**config.mk**
```make
export PLATFORM = sky130hd
export DESIGN_NAME = dstf_mac
export DESIGN_NICKNAME = d
export VERILOG_FILES = /design/src/rtl/dstf_pkg.sv /design/src/rtl/dstf_mac.sv
export SDC_FILE = /design/constraint.sdc
export NUM_CORES = 2
export LEC_CHECK = 0
export ABC_AREA = 1
export BUFFER_PORTS_ARGS = -buffer_cell sky130_fd_sc_hd__buf_4
export CAP_MARGIN = 25
export CORE_MARGIN = 8
export CORE_UTILIZATION = 60
export DETAILED_ROUTE_END_ITERATION = 7
export GPL_TIMING_DRIVEN = 0
export PLACE_DENSITY = 0.75
export SLEW_MARGIN = 0
export SYNTH_ARGS = -nofsm -noshare
export SYNTH_HDL_FRONTEND = slang
export SYNTH_SLANG_ARGS = --single-unit
```
**constraint.sdc**
```tcl
create_clock -name clk -period 16.49 [get_ports clk]
set_input_delay 1.649 -clock clk [delete_from_list [all_inputs] [get_ports clk]]
set_output_delay 1.649 -clock clk [all_outputs]
set_load 0.02 [all_outputs]
```
**src/rtl/dstf_pkg.sv**
```systemverilog
// Shared types, constants and shade ramp for the depth shaded triangle fill.
// No dependencies; used by every other file of the block.
package dstf_pkg;

  localparam int CW        = 12;
  localparam int ZW        = 16;
  localparam int EW        = 28;
  localparam int MAW       = 18;
  localparam int MACW      = 48;
  localparam int MDW       = 44;
  localparam int DIV_STEPS = 7;
  localparam int NUMW      = MDW + DIV_STEPS;
  localparam int SHADE_W   = 7;
  localparam int PAINT_W   = 4;
  localparam int SHADE_TOP = 70;
  localparam int RAMP_LEN  = 71;
  localparam int NEAR_RAW  = 40;
  localparam logic [15:0] MAX_DEPTH_RST = 16'd12288;
  localparam logic [6:0]  CHAR_BLANK    = 7'd32;
  localparam logic [6:0]  SHADE_DUP     = 7'd29;
  localparam logic [6:0]  RANK_DUP      = 7'd3;

  typedef enum logic [1:0] {
    CMD_DRAW  = 2'd0,
    CMD_READ  = 2'd1,
    CMD_CLEAR = 2'd2,
    CMD_NOP   = 2'd3
  } cmd_t;

  typedef struct packed {
    logic [1:0]         command;
    logic signed [11:0] vertex_a_x;
    logic signed [11:0] vertex_a_y;
    logic [15:0]        vertex_a_z;
    logic signed [11:0] vertex_b_x;
    logic signed [11:0] vertex_b_y;
    logic [15:0]        vertex_b_z;
    logic signed [11:0] vertex_c_x;
    logic signed [11:0] vertex_c_y;
    logic [15:0]        vertex_c_z;
    logic [3:0]         paint_color;
    logic [14:0]        pixel_addr;
  } in_t;

  typedef struct packed {
    logic       triangle_drawn;
    logic [6:0] pixel_shade;
    logic [6:0] pixel_char;
    logic [3:0] pixel_paint;
  } out_t;

  typedef struct packed {
    logic vld;
    logic clr;
    logic neg;
  } mac_op_t;

  localparam logic [6:0] RAMP [RAMP_LEN] = '{
    7'd32,  7'd46,  7'd39,  7'd92,  7'd96,  7'd94,  7'd34,  7'd44,  7'd58,  7'd59,
    7'd73,  7'd108, 7'd33,  7'd105, 7'd62,  7'd60,  7'd126, 7'd43,  7'd95,  7'd45,
    7'd63,  7'd93,  7'd91,  7'd125, 7'd123, 7'd49,  7'd41,  7'd40,  7'd124, 7'd92,
    7'd47,  7'd116, 7'd102, 7'd106, 7'd114, 7'd120, 7'd110, 7'd117, 7'd118, 7'd99,
    7'd122, 7'd88,  7'd89,  7'd85,  7'd74,  7'd67,  7'd76,  7'd81,  7'd48,  7'd79,
    7'd90,  7'd109, 7'd119, 7'd113, 7'd112, 7'd100, 7'd98,  7'd107, 7'd104, 7'd97,
    7'd111, 7'd42,  7'd35,  7'd77,  7'd87,  7'd38,  7'd56,  7'd37,  7'd66,  7'd64,
    7'd36
  };

  function automatic logic [6:0] ramp_char(input logic [6:0] s);
    if (s > 7'(SHADE_TOP)) return CHAR_BLANK;
    return RAMP[s];
  endfunction

  // backslash appears twice on the ramp; the second one ranks as the first
  function automatic logic [6:0] shade_rank(input logic [6:0] s);
    return (s == SHADE_DUP) ? RANK_DUP : s;
  endfunction

  function automatic out_t blank_res(input logic drawn);
    out_t r;
    r.triangle_drawn = drawn;
    r.pixel_shade    = '0;
    r.pixel_char     = CHAR_BLANK;
    r.pixel_paint    = '0;
    return r;
  endfunction

endpackage

```
**src/rtl/dstf_mac.sv**
```systemverilog
// Shared signed multiply-accumulate unit: registered product, then accumulate.
// Depends on dstf_pkg for widths and the op struct.
module dstf_mac (
  input  logic                           clk,
  input  logic                           rst_n,
  input  dstf_pkg::mac_op_t              op,
  input  logic signed [dstf_pkg::MAW-1:0] a,
  input  logic signed [dstf_pkg::EW-1:0]  b,
  output logic signed [dstf_pkg::MACW-1:0] acc
);

  localparam int PW = dstf_pkg::MAW + dstf_pkg::EW;

  logic signed [PW-1:0]             prod_r;
  dstf_pkg::mac_op_t                op_r;
  logic signed [dstf_pkg::MACW-1:0] acc_r;
  logic signed [dstf_pkg::MACW-1:0] term;

  assign term = op_r.neg ? -dstf_pkg::MACW'(prod_r) : dstf_pkg::MACW'(prod_r);

  always_ff @(posedge clk) begin
    prod_r <= a * b;
    if (!rst_n) begin
      op_r <= '0;
    end else begin
      op_r <= op;
    end
    if (op_r.vld) begin
      acc_r <= op_r.clr ? term : acc_r + term;
    end
  end

  assign acc = acc_r;

endmodule

```
==> impl_metrics.csv <==
group,metric,value,unit
setup_path,critPathRequiredTime,16740,ps
setup_path,reg2reg_slack,12460,ps
synth,yosysSeqAreaShare,8.93,%
route,ant_nets,0,
clock_network,tritoncts,"built",
flow_run,maxCapViolCount,0,
outcome,status,"completed",
cells_and_area,seqCellArea,2420,sq um
setup_path,critPathMaxFanout,10,
sta,timing.final.hold_violations,0,
hold_path,hold_path_class,"flop to flop",
synth,ys_async_sr_fraction,0,%
die,ios,99,
die,placementRows,78,
hold_path,hold_end,"acc[0]",
cells_and_area,drive_gt1_share,3.17,%
cells_and_area,fillers,4232,
sta,setup_tns,0,ps
clock_network,post-cts-setup-buffer-count,0,
clock_network,clk_pin_slew,80,ps
global_route,grtUsageTotal,33.7,%
global_route,grt.overflow.total,0,
route,routedWlPerCell,19.4,microns
setup_path,reg2reg_from,"prod_r[0]",
sta,worstMarginPinSlew,1190,ps
setup_path,crit_arrival,8980,ps
synth,post_synth_main_area_contributors,"fa_1 36%, nand2_1 15%, inv_1 14%",
synth,yosysWarnings,0,
route,dr.pass1.iters,7,
synth,synth_cell_types,47,
clock_network,cts-resized-gates,0,
die,die_w,229,microns
cells_and_area,nets,4581,
setup_path,critPathLaunchType,"primary input",
clock_network,cts_buffers,9,
synth,synthCells,3811,
route,vias,24360,
placed_design,portBuffers,53,
clock_network,htree_num_levels,3,
placed_design,preCtsSetupSlack,7520,ps
global_route,grt_start_max_net_pins,26,
sta,fin_skew,15.7,ps
route,finalWirelength,86900,microns
synth,netlist_area,27100,sq um
route,drc,0,
clock_network,clk_latency,370,ps
synth,yosys.area.top_type_share,36.2,%
synth,synth-edff-count,48,
global_route,grt_first_pass_wirelength,136000,microns
hold_path,holdPathStages,3,
die,die_y,229,microns
synth,synth_top_area_cell,"fa_1",
sta,setup_ws,7760,ps
clock_network,clk_path_buf_depth,2,
clock_network,root_buffer,"clkbuf_16",
sta,drv_slew,0,
sta,finalSetupViolations,0,
synth,synth-main-ff-cell,"dfxtp_1",
route,drt_iter0_markers,2292,
placed_design,dpl.hpwl,75100,microns
synth,avgSynthCellArea,7.12,sq um
setup_path,worstReg2RegEnd,"acc[34]",
die,start_util,60.3,%
die,die_area,52300,sq um
sta,post-route-period-util,53.0,%
setup_path,path_class,"primary input to flop",
placed_design,globalplace.congestion,0.998,
cells_and_area,n_antenna_cell,0,
cells_and_area,utilization,63.7,%
clock_network,cts.sinks,97,
sta,rsz0062_at_grt,"false",
global_route,grt_pass1_vias,24468,
synth,ys_seq_elements,97,
sta,slew_headroom,20.3,%
cells_and_area,syn_to_final_growth,5.57,%
cells_and_area,multi_input_area,20400,sq um
clock_network,ctsHoldBuffers,0,
global_route,antenna_found_initial,1,
sta,fmax,115,MHz
setup_path,r2r_cells,19,
synth,syn-num-nets,4513,
route,viasPerCell,5.43,
die,core,45000,sq um
setup_path,worst_setup_path_end_kind,"flop",
sta,min_period,8730,ps
hold_path,hold_start,"prod_r[0]",
-- cell type report --
type                    count  share of cell area (%)
plain buffers             128                    1.70
inverters                1020                    13.4
clock buffers               9                   0.786
well taps                 600                    2.62
clock inverters             7                   0.249
multi-input cells        2566                    71.2
flip-flops and latches     97                    8.46
repair buffers             57                    1.62
-- per-stage QoR --
step,std cells,area [sq um],hold slack [ps]
final,4484,28600,669
after global routing,4484,28600,716
after CTS,4483,28600,666
after detailed placement,4467,28300,645
after global placement,4464,28300,652
after floorplan,3811,27100,612
-- placed cells by master (no fill, tap or decap), drive strengths merged --
| master | instances |
|---|---|
| o21a | 5 |
| fa | 490 |
| edfxtp | 48 |
| inv | 1025 |
| nor4 | 3 |
| nand4 | 29 |
| nor3 | 31 |
| and2 | 3 |
| a21boi | 4 |
| a21oi | 119 |
| xor2 | 57 |
| nand3 | 124 |
| o211ai | 6 |
| o21ai | 83 |
| dfxtp | 49 |
| clkbuf | 94 |
| xnor2 | 27 |
| ha | 161 |
| o2111ai | 1 |
| and3 | 5 |
| nand2 | 1082 |
| clkinv | 2 |
| a31oi | 6 |
| o31ai | 4 |
| o21bai | 21 |
| a21o | 7 |
| nor2 | 279 |
| nand3b | 5 |
| buf | 100 |
| or2 | 14 |
-- state kept, by name (all words and copies together), names as in the netlist --
name	count
prod_r	46
op_r	3
acc	48
-- synthesized netlist by cell type (all sizes together) (4+ instances only) --
cell,number
a31oi,6
a21oi,119
nand2,1082
o31ai,4
o21a,5
o21bai,21
nor3,31
nor2,279
nand3b,5
xnor2,27
xor2,57
nand3,124
clkbuf,85
o21ai,83
ha,161
or2,14
a21o,7
inv,1020
a21boi,4
nand4,29
and3,5
dfxtp,49
edfxtp,48
buf,43
fa,490
o211ai,6
-- critical path, stage by stage --
cell	delay, ps
clkbuf_1	850
buf_1	810
nand2_1	190
fa_1	560
inv_1	50
fa_1	510
inv_1	60
fa_1	520
inv_1	50
fa_1	440
fa_1	490
inv_1	50
fa_1	520
inv_1	80
ha_1	380
a21oi_1	250
a21boi_0	640
o21ai_0	230
o21bai_2	300
nand2_1	140
nand2_1	60
nand2_1	60
nand2_1	60
-- cell families (layout without fill, tap and decap cells) --
kind of cell,after synthesis,count (layout),share of synthesized area [%]
and+or+nand+nor,1575,1575,23.5
AOI/OAI and AO/OA,256,256,5.28
buffers and inverters,1148,1221,15.9
xor gates and xnor gates,84,84,2.79
adders and majority gates,651,651,43.6
DFF,97,97,8.93
-- routing by layer --
metal  GRT usage, %  part of all wire [%]  up-vias
li1               -                     -    11205
met1           43.6                    39    11689
met2           54.6                    45     1222
met3           6.06                    10      244
met4           16.2                   5.7        0
met5              0                     0        -
-- how the worst max path moves through the flow --
stage	start	to	slack, ps	depth (start not counted)
final	a[10]	prod_r[25]	7760	23
after global routing	a[10]	prod_r[25]	7650	23
after CTS	a[10]	prod_r[25]	7890	23
after detailed placement	a[10]	prod_r[25]	7520	23
after global placement	a[10]	prod_r[25]	7580	23
after floorplan	a[6]	prod_r[45]	9400	22
Power is not shown: default switching activity piles up to over one toggle a cycle in this logic, so the estimate is an artifact.
