## config.mk

```make
export PLATFORM = sky130hd
export DESIGN_NAME = dstf_div
export DESIGN_NICKNAME = d
export VERILOG_FILES = /design/src/rtl/dstf_pkg.sv /design/src/rtl/dstf_div.sv
export SDC_FILE = /design/constraint.sdc
export NUM_CORES = 1
export LEC_CHECK = 0
export ABC_AREA = 0
export BUFFER_PORTS_ARGS = -buffer_cell sky130_fd_sc_hd__buf_2
export CAP_MARGIN = 20
export CORE_UTILIZATION = 45
export CTS_CLUSTER_DIAMETER = 40
export DETAILED_ROUTE_END_ITERATION = 8
export PLACE_DENSITY = 0.7
export SYNTH_ARGS = -nofsm -noshare
export SYNTH_HDL_FRONTEND = slang
export SYNTH_SLANG_ARGS = --single-unit
```

## constraint.sdc

```tcl
create_clock -name clk -period 13.2 [get_ports clk]
set_input_delay 0.66 -clock clk [delete_from_list [all_inputs] [get_ports clk]]
set_output_delay 0.66 -clock clk [all_outputs]
set_load 0.02 [all_outputs]
```

## src/rtl/dstf_pkg.sv

```systemverilog
// Shared types, constants and shade ramp for the depth shaded triangle fill.
// No dependencies; used by every other file of the block.
package dstf_pkg;

  localparam int CW        = 12;
  localparam int ZW        = 16;
  localparam int EW        = 28;
  localparam int MAW       = 18;
  localparam int MACW      = 48;
  localparam int MDW       = 44;
  localparam int DIV_STEPS = 7;
  localparam int NUMW      = MDW + DIV_STEPS;
  localparam int SHADE_W   = 7;
  localparam int PAINT_W   = 4;
  localparam int SHADE_TOP = 70;
  localparam int RAMP_LEN  = 71;
  localparam int NEAR_RAW  = 40;
  localparam logic [15:0] MAX_DEPTH_RST = 16'd12288;
  localparam logic [6:0]  CHAR_BLANK    = 7'd32;
  localparam logic [6:0]  SHADE_DUP     = 7'd29;
  localparam logic [6:0]  RANK_DUP      = 7'd3;

  typedef enum logic [1:0] {
    CMD_DRAW  = 2'd0,
    CMD_READ  = 2'd1,
    CMD_CLEAR = 2'd2,
    CMD_NOP   = 2'd3
  } cmd_t;

  typedef struct packed {
    logic [1:0]         command;
    logic signed [11:0] vertex_a_x;
    logic signed [11:0] vertex_a_y;
    logic [15:0]        vertex_a_z;
    logic signed [11:0] vertex_b_x;
    logic signed [11:0] vertex_b_y;
    logic [15:0]        vertex_b_z;
    logic signed [11:0] vertex_c_x;
    logic signed [11:0] vertex_c_y;
    logic [15:0]        vertex_c_z;
    logic [3:0]         paint_color;
    logic [14:0]        pixel_addr;
  } in_t;

  typedef struct packed {
    logic       triangle_drawn;
    logic [6:0] pixel_shade;
    logic [6:0] pixel_char;
    logic [3:0] pixel_paint;
  } out_t;

  typedef struct packed {
    logic vld;
    logic clr;
    logic neg;
  } mac_op_t;

  localparam logic [6:0] RAMP [RAMP_LEN] = '{
    7'd32,  7'd46,  7'd39,  7'd92,  7'd96,  7'd94,  7'd34,  7'd44,  7'd58,  7'd59,
    7'd73,  7'd108, 7'd33,  7'd105, 7'd62,  7'd60,  7'd126, 7'd43,  7'd95,  7'd45,
    7'd63,  7'd93,  7'd91,  7'd125, 7'd123, 7'd49,  7'd41,  7'd40,  7'd124, 7'd92,
    7'd47,  7'd116, 7'd102, 7'd106, 7'd114, 7'd120, 7'd110, 7'd117, 7'd118, 7'd99,
    7'd122, 7'd88,  7'd89,  7'd85,  7'd74,  7'd67,  7'd76,  7'd81,  7'd48,  7'd79,
    7'd90,  7'd109, 7'd119, 7'd113, 7'd112, 7'd100, 7'd98,  7'd107, 7'd104, 7'd97,
    7'd111, 7'd42,  7'd35,  7'd77,  7'd87,  7'd38,  7'd56,  7'd37,  7'd66,  7'd64,
    7'd36
  };

  function automatic logic [6:0] ramp_char(input logic [6:0] s);
    if (s > 7'(SHADE_TOP)) return CHAR_BLANK;
    return RAMP[s];
  endfunction

  // backslash appears twice on the ramp; the second one ranks as the first
  function automatic logic [6:0] shade_rank(input logic [6:0] s);
    return (s == SHADE_DUP) ? RANK_DUP : s;
  endfunction

  function automatic out_t blank_res(input logic drawn);
    out_t r;
    r.triangle_drawn = drawn;
    r.pixel_shade    = '0;
    r.pixel_char     = CHAR_BLANK;
    r.pixel_paint    = '0;
    return r;
  endfunction

endpackage

```

## src/rtl/dstf_div.sv

```systemverilog
// Restoring divider, one quotient bit per cycle, for the shade quotient.
// Depends on dstf_pkg for operand widths and step count.
module dstf_div (
  input  logic                      clk,
  input  logic                      rst_n,
  input  logic                      start,
  input  logic [dstf_pkg::NUMW-1:0] num,
  input  logic [dstf_pkg::MDW-1:0]  den,
  output logic                      done,
  output logic [dstf_pkg::SHADE_W-1:0] quo
);

  localparam int NW = dstf_pkg::NUMW;
  localparam logic [2:0] STEPS = 3'(dstf_pkg::DIV_STEPS);

  logic [NW-1:0]  rem_r, rem_nxt;
  logic [NW-1:0]  sub_r, sub_nxt;
  logic [2:0]     cnt_r, cnt_nxt;
  logic           busy_r, busy_nxt;
  logic           done_r, done_nxt;
  logic [dstf_pkg::SHADE_W-1:0] q_r, q_nxt;

  always_comb begin
    rem_nxt  = rem_r;
    sub_nxt  = sub_r;
    cnt_nxt  = cnt_r;
    busy_nxt = busy_r;
    q_nxt    = q_r;
    done_nxt = 1'b0;
    if (start) begin
      rem_nxt  = num;
      sub_nxt  = NW'(den) << (dstf_pkg::DIV_STEPS - 1);
      cnt_nxt  = STEPS;
      busy_nxt = 1'b1;
      q_nxt    = '0;
    end else if (busy_r) begin
      if (rem_r >= sub_r) begin
        rem_nxt = rem_r - sub_r;
        q_nxt   = {q_r[dstf_pkg::SHADE_W-2:0], 1'b1};
      end else begin
        q_nxt   = {q_r[dstf_pkg::SHADE_W-2:0], 1'b0};
      end
      sub_nxt = sub_r >> 1;
      cnt_nxt = cnt_r - 3'd1;
      if (cnt_r == 3'd1) begin
        busy_nxt = 1'b0;
        done_nxt = 1'b1;
      end
    end
  end

  always_ff @(posedge clk) begin
    rem_r <= rem_nxt;
    sub_r <= sub_nxt;
    q_r   <= q_nxt;
    cnt_r <= cnt_nxt;
    if (!rst_n) begin
      busy_r <= 1'b0;
      done_r <= 1'b0;
    end else begin
      busy_r <= busy_nxt;
      done_r <= done_nxt;
    end
  end

  assign done = done_r;
  assign quo  = q_r;

endmodule

```

==> out/metrics.cfg, run 1 <==
[floorplanning]
start_util=0.460
coreArea_um2=17300
die_area_um2=18200
die_y_um=135
fp-row-count=48
die_w_um=135
ios=106

[synth]
synth_top_cell_area_share=0.358
synth_area_um2=7960
yosys_register_bits=113
synth_cell_types=69
synth.most_common_cell=nand2_1
syn_avg_cell_area_um2=9.02
synthTopCellsByArea=edfxtp_1, ha_1, nand2_1
synth-edff-count=95
async_flop_share=0
ys_warn_count=0
synth_nets=1034
ys.flop_type=edfxtp_1
synthTopCellsByCount=nand2_1, edfxtp_1, inv_1, o21ai_0, a21oi_1
synth_largest_area_cell=edfxtp_1
seq_area_frac_synth=0.404
synthCells=883

[clock_network]
clk_pin_slew_ns=0.05
h-tree-depth=4
clock_path_buffers=2
post-cts-setup-buffers=0
cts_buffers=17
clock-sinks=113
clock-root-buffer=clkbuf_16
cts_resized=0
cts_tree=yes
cts_hold_buf=0
clkLatencyLatePin_ns=0.43

[power_and_ir_drop]
fin_total_pwr_mw=1.74
peakVddDrop_mv=0.105
p_leak_nw=3.78
power_per_cell_area_nw_per_um2=190

[timing]
relSlewSlack=0.334
fin_ws_ns=9.09
tightestPinTransition_ns=0.998
whs_ns=0.471
finalCriticalPeriod_ns=4.11
finalSetupViolCount=0
skew_ns=0.0136
post-route-period-util=0.311
setup_tns_ns=0
slew_violations=0
hold_violations=0
rsz0062_at_grt=false
clock.fmax_mhz=244

[routing]
drtIter0Drc=595
totalWireLength_um=20200
ant_nets=0
dr.pass1.iters=5
vias=6819
vias_per_cell=5.68
drc=0
wl_per_cell_um=16.8

[global_route]
first_global_vias=6531
grt_max_degree=96
antenna_found_initial=0
grt_usage=0.233
overflow=0
grt_pass1_wl_um=33000

[layout]
multi_input_area_um2=4260
seq_area_um2=3210
area_growth_pct=15.4
drive_above_1_share=0.168
nFillCells=1655
stdcell_area_um2=9190
antenna_cells=0
final_nets=1113
fin_cells=1200
post-route-util=0.531

[hold_path]
holdCritStartpoint=rst_n
hold_path.class=input pin to flop
holdPathEnd=busy_r
hold_depth=2

[setup_path]
r2r-end=rem_r[7]
critPathKind=flop to flop
arrival_ns=4.19
path_max_fanout=27
cp-end-kind=flop
r2r_slack_ns=9.09
r2r-start=rem_r[7]
worst_setup_path_start_kind=flop
cp.required_ns=13.28
rr_worst_depth=10

[status]
status=complete, no violations

[place]
portBuffers=105
dp_worst_setup_slack_ns=9.11
dp_hpwl_um=14500
dp_cells=1166
gp_congestion=0.922
placed_cell_area_um2=8570

[flow_run]
maxCapViolCount=0

==> critical path, stage by stage (launching register included) <==
cell	delay (ns)
edfxtp_1	0.37
ha_1	0.44
and4_2	0.29
nand4_1	0.21
a21o_1	0.26
nand3_1	0.24
o211ai_1	0.21
o21ai_1	0.26
a41oi_1	0.22
o21ai_4	0.74
buf_4	0.50
==> kinds of logic (layout without fill, tap and decap cells) <==
logic type	Yosys count	count (layout)	synth area share
AO/OA/AOI/OAI	275	275	0.228
AND/OR/NAND/NOR	262	262	0.153
buffers and inverters	122	214	0.0635
flip-flops	113	113	0.404
adder cells (fa/ha/maj)	53	53	0.0842
XOR/XNOR	40	40	0.0440
multiplexers	18	18	0.0233
==> cell usage in the layout (no fill, tap or decap), types with 12 or more instances in the layout <==
cell type / count
o21ai_0: 71
a21oi_1: 58
nand2_1: 118
xnor2_1: 26
mux2i_1: 14
nand3_1: 20
nor2_1: 44
buf_2: 104
nand4_1: 19
clkbuf_16: 17
edfxtp_1: 95
inv_1: 72
a31oi_1: 12
dfxtp_1: 18
ha_1: 52
a21o_1: 18
a22o_1: 24
o31ai_1: 24
nor3_1: 16
xor2_1: 14
==> flip-flops by register name, summed over array words and instances (netlist names) <==
register	cells
done	1
cnt_r	3
sub_r	50
quo	7
busy_r	1
rem_r	51
==> final cells by class <==
cell class | instances | share of cell area
Clock buffer | 19 | 0.0471
Clock inverter | 13 | 0.0157
Inverter | 72 | 0.0294
Multi-Input combinational cell | 648 | 0.464
Sequential cell | 113 | 0.350
Tap cell | 225 | 0.0306
Timing Repair Buffer | 110 | 0.0637
==> report_power, final <==
part	switching, mW	internal [mW]
combinational	0.484	0.296
clock	0.164	0.293
sequential	0.0257	0.478
==> how the worst max path moves through the flow <==
stage / slack [ns] / endpoint / from / cells after the start
2_1_floorplan: 7.02 / rem_r[0] / rem_r[7] / 9
3_3_place_gp: 9.26 / rem_r[11] / sub_r[7] / 11
3_5_place_dp: 9.11 / rem_r[11] / sub_r[7] / 11
4_1_cts: 9.08 / rem_r[8] / rem_r[7] / 10
5_1_grt: 8.76 / rem_r[35] / rem_r[7] / 10
6_report: 9.09 / rem_r[7] / rem_r[7] / 10
==> layer usage <==
metal,up-vias,GRT usage,part of all wire
met2,194,0.375,0.46
li1,3404,-,-
met3,20,0.0428,0.050
met4,0,0.0712,0.013
met5,-,0,0
met1,3201,0.319,0.47
Power figures use the tool's default switching activity.
==> inputs of run 2 (changes only) <==
clock period = 3.85 ns   (was 13.2 ns; I/O delays follow)
==> run 2 against run 1 <==
Die area is the same. First-iteration DRC count shrank 11%. Clock skew shrank 0.0017 ns. Hold slack got worse by 0.42 ns. Highest routed layer unchanged.
==> out/metrics.cfg, run 2 (same netlist as run 1, synthesis figures left out) <==
[floorplanning]
die_y_um=135  ; unchanged
fp-row-count=48  ; unchanged
coreArea_um2=17300  ; unchanged
start_util=0.460  ; unchanged
ios=106  ; unchanged
die_w_um=135  ; unchanged
die_area_um2=18200  ; unchanged

[routing]
vias=6843  ; +0.35%
dr.pass1.iters=5  ; unchanged
totalWireLength_um=20500  ; +1.4%
wl_per_cell_um=17.0  ; +0.95%
drc=0  ; unchanged
vias_per_cell=5.68  ; about the same
drtIter0Drc=528  ; -11%
ant_nets=0  ; unchanged

[timing]
skew_ns=0.0118  ; -0.00173 ns
slew_violations=0  ; unchanged
finalSetupViolCount=0  ; unchanged
hold_violations=0  ; unchanged
tightestPinTransition_ns=0.915  ; -0.0829 ns
finalCriticalPeriod_ns=3.46  ; -0.647 ns
relSlewSlack=0.389  ; +0.0555
clock.fmax_mhz=289  ; +19%
post-route-period-util=0.899  ; +0.588
rsz0062_at_grt=false
setup_tns_ns=0  ; unchanged

[power_and_ir_drop]
switchingPower_mw=2.33  ; +250%
power_frac_seq=0.285  ; -0.004
pwr-share-comb=0.446  ; -0.002
p_leak_nw=3.83  ; +1.4%
power_per_cell_area_nw_per_um2=653  ; +240%
sw_frac_of_total=0.385  ; -0.00238
intPower_mw=3.72  ; +250%
peakVddDrop_mv=0.364  ; +250%
p_clk_frac=0.270  ; +0.008

[layout]
top_register=rem_r
stdcell_area_um2=9260  ; +0.84%
antenna_cells=0  ; unchanged
largest_reg_flops=51  ; unchanged
post-route-util=0.536  ; +0.00448
drive_above_1_share=0.173  ; +0.00526
final_cell_mix=nand2_1, buf_2, edfxtp_1
area_growth_pct=16.4
final_nets=1118  ; +0.45%
final_common_cell=nand2_1

[clock_network]
cts_tree=yes
clk_pin_slew_ns=0.05  ; about the same
cts_resized=0  ; unchanged
clock-sinks=113  ; unchanged
h-tree-depth=4  ; unchanged
clkLatencyLatePin_ns=0.42  ; about the same
clock_path_buffers=2  ; unchanged
clock-root-buffer=clkbuf_16
cts_buffers=17  ; unchanged

[flow_run]
maxCapViolCount=0  ; unchanged

[global_route]
antenna_found_initial=0  ; unchanged
grt_usage=0.234  ; +0.000789
first_global_vias=6582  ; +0.78%
overflow=0  ; unchanged
grt_max_degree=82  ; -15%
grt_pass1_wl_um=33000  ; about the same

[hold_path]
hold_path.class=input pin to flop
hold_depth=3  ; +1

[setup_path]
cp.required_ns=3.92  ; -9.36 ns
critPathKind=flop to flop
rr_worst_depth=10  ; unchanged
cp-end-kind=flop
path_max_fanout=27  ; unchanged
worst_setup_path_start_kind=flop
arrival_ns=3.53  ; -0.66 ns

[place]
placed_cell_area_um2=8630  ; +0.61%
dp_hpwl_um=15100  ; +3.8%
portBuffers=105  ; unchanged
gp_congestion=0.915  ; -0.79%

[status]
status=complete, no violations

-- run 2: cell count changes in the layout (fill, tap and decap cells not counted) --
cell and delta:
clkbuf_8 +5, bufinv_16 -3, clkbuf_16 +4, buf_12 -1
clkbuf_1 -1, clkinv_1 -1, clkinvlp_4 -2, inv_4 +3
clkinv_2 -5, dlygate4sd3_1 +1, buf_4 +5
-- run 2: final cells by class --
class | count | area (um^2)
flip-flops and latches | 113 | 3210
fillers | 1636 | 8030
clock inverters | 5 | 28.8
well taps | 225 | 282
multi-input cells | 648 | 4260
inverters | 72 | 270
repair buffers | 115 | 613
clock buffers | 27 | 598
-- run 2: metal layers --
| layer | up-vias | share of wire | track usage | routed length, um |
|---|---|---|---|---|
| li1 | 3421 | - | - | - |
| met1 | 3222 | 0.48 | 0.314 | 9810 |
| met2 | 177 | 0.46 | 0.378 | 9440 |
| met3 | 23 | 0.044 | 0.0469 | 902 |
| met4 | 0 | 0.016 | 0.0780 | 334 |
| met5 | - | 0 | 0 | 0 |
-- run 2: critical path, stage by stage (launching register included) --
cell,delay [ns]
edfxtp_1,0.37
ha_1,0.54
nand2_1,0.15
a2111oi_0,0.46
a211oi_1,0.13
nand2_1,0.19
o211ai_1,0.17
o21ai_1,0.26
a41oi_1,0.23
o21ai_4,0.18
buf_4,0.39
-- run 2: worst paths after layout --
check | from | end | slack (ns)
worst min register to register | cnt_r[1] | cnt_r[1] | 0.49
worst max register to register | rem_r[22] | rem_r[32] | 0.39
worst max-delay path | rem_r[22] | rem_r[32] | 0.39
worst min-delay path | den[41] | sub_r[47] | 0.05
-- run 2: metrics by stage --
stage                     total power, mW  cells  worst slack (ns)  hold WS (ns)
after floorplan                      3.77    883           0.00817         0.320
after global placement               4.35   1171             0.618         0.425
after detailed placement             4.37   1172             0.450         0.443
after CTS                            6.04   1205             0.418        0.0288
after global routing                 6.43   1205             0.144        0.0410
final                                6.05   1205             0.390        0.0490
-- run 2: power groups by stage --
stage                     logic (mW)  registers, mW  clock network, mW
after CTS                       2.66           1.72               1.66
after floorplan                 2.04           1.72                  0
after global placement          2.61           1.73                  0
after detailed placement        2.63           1.74                  0
final                           2.69           1.72               1.63
after global routing            2.98           1.74               1.71
-- run 2: what timing repair did --
action / in CTS / in global routing
endpoints found under the hold margin: 1 / 0
hold buffers: 1 / 0
setup buffers: 0 / 0
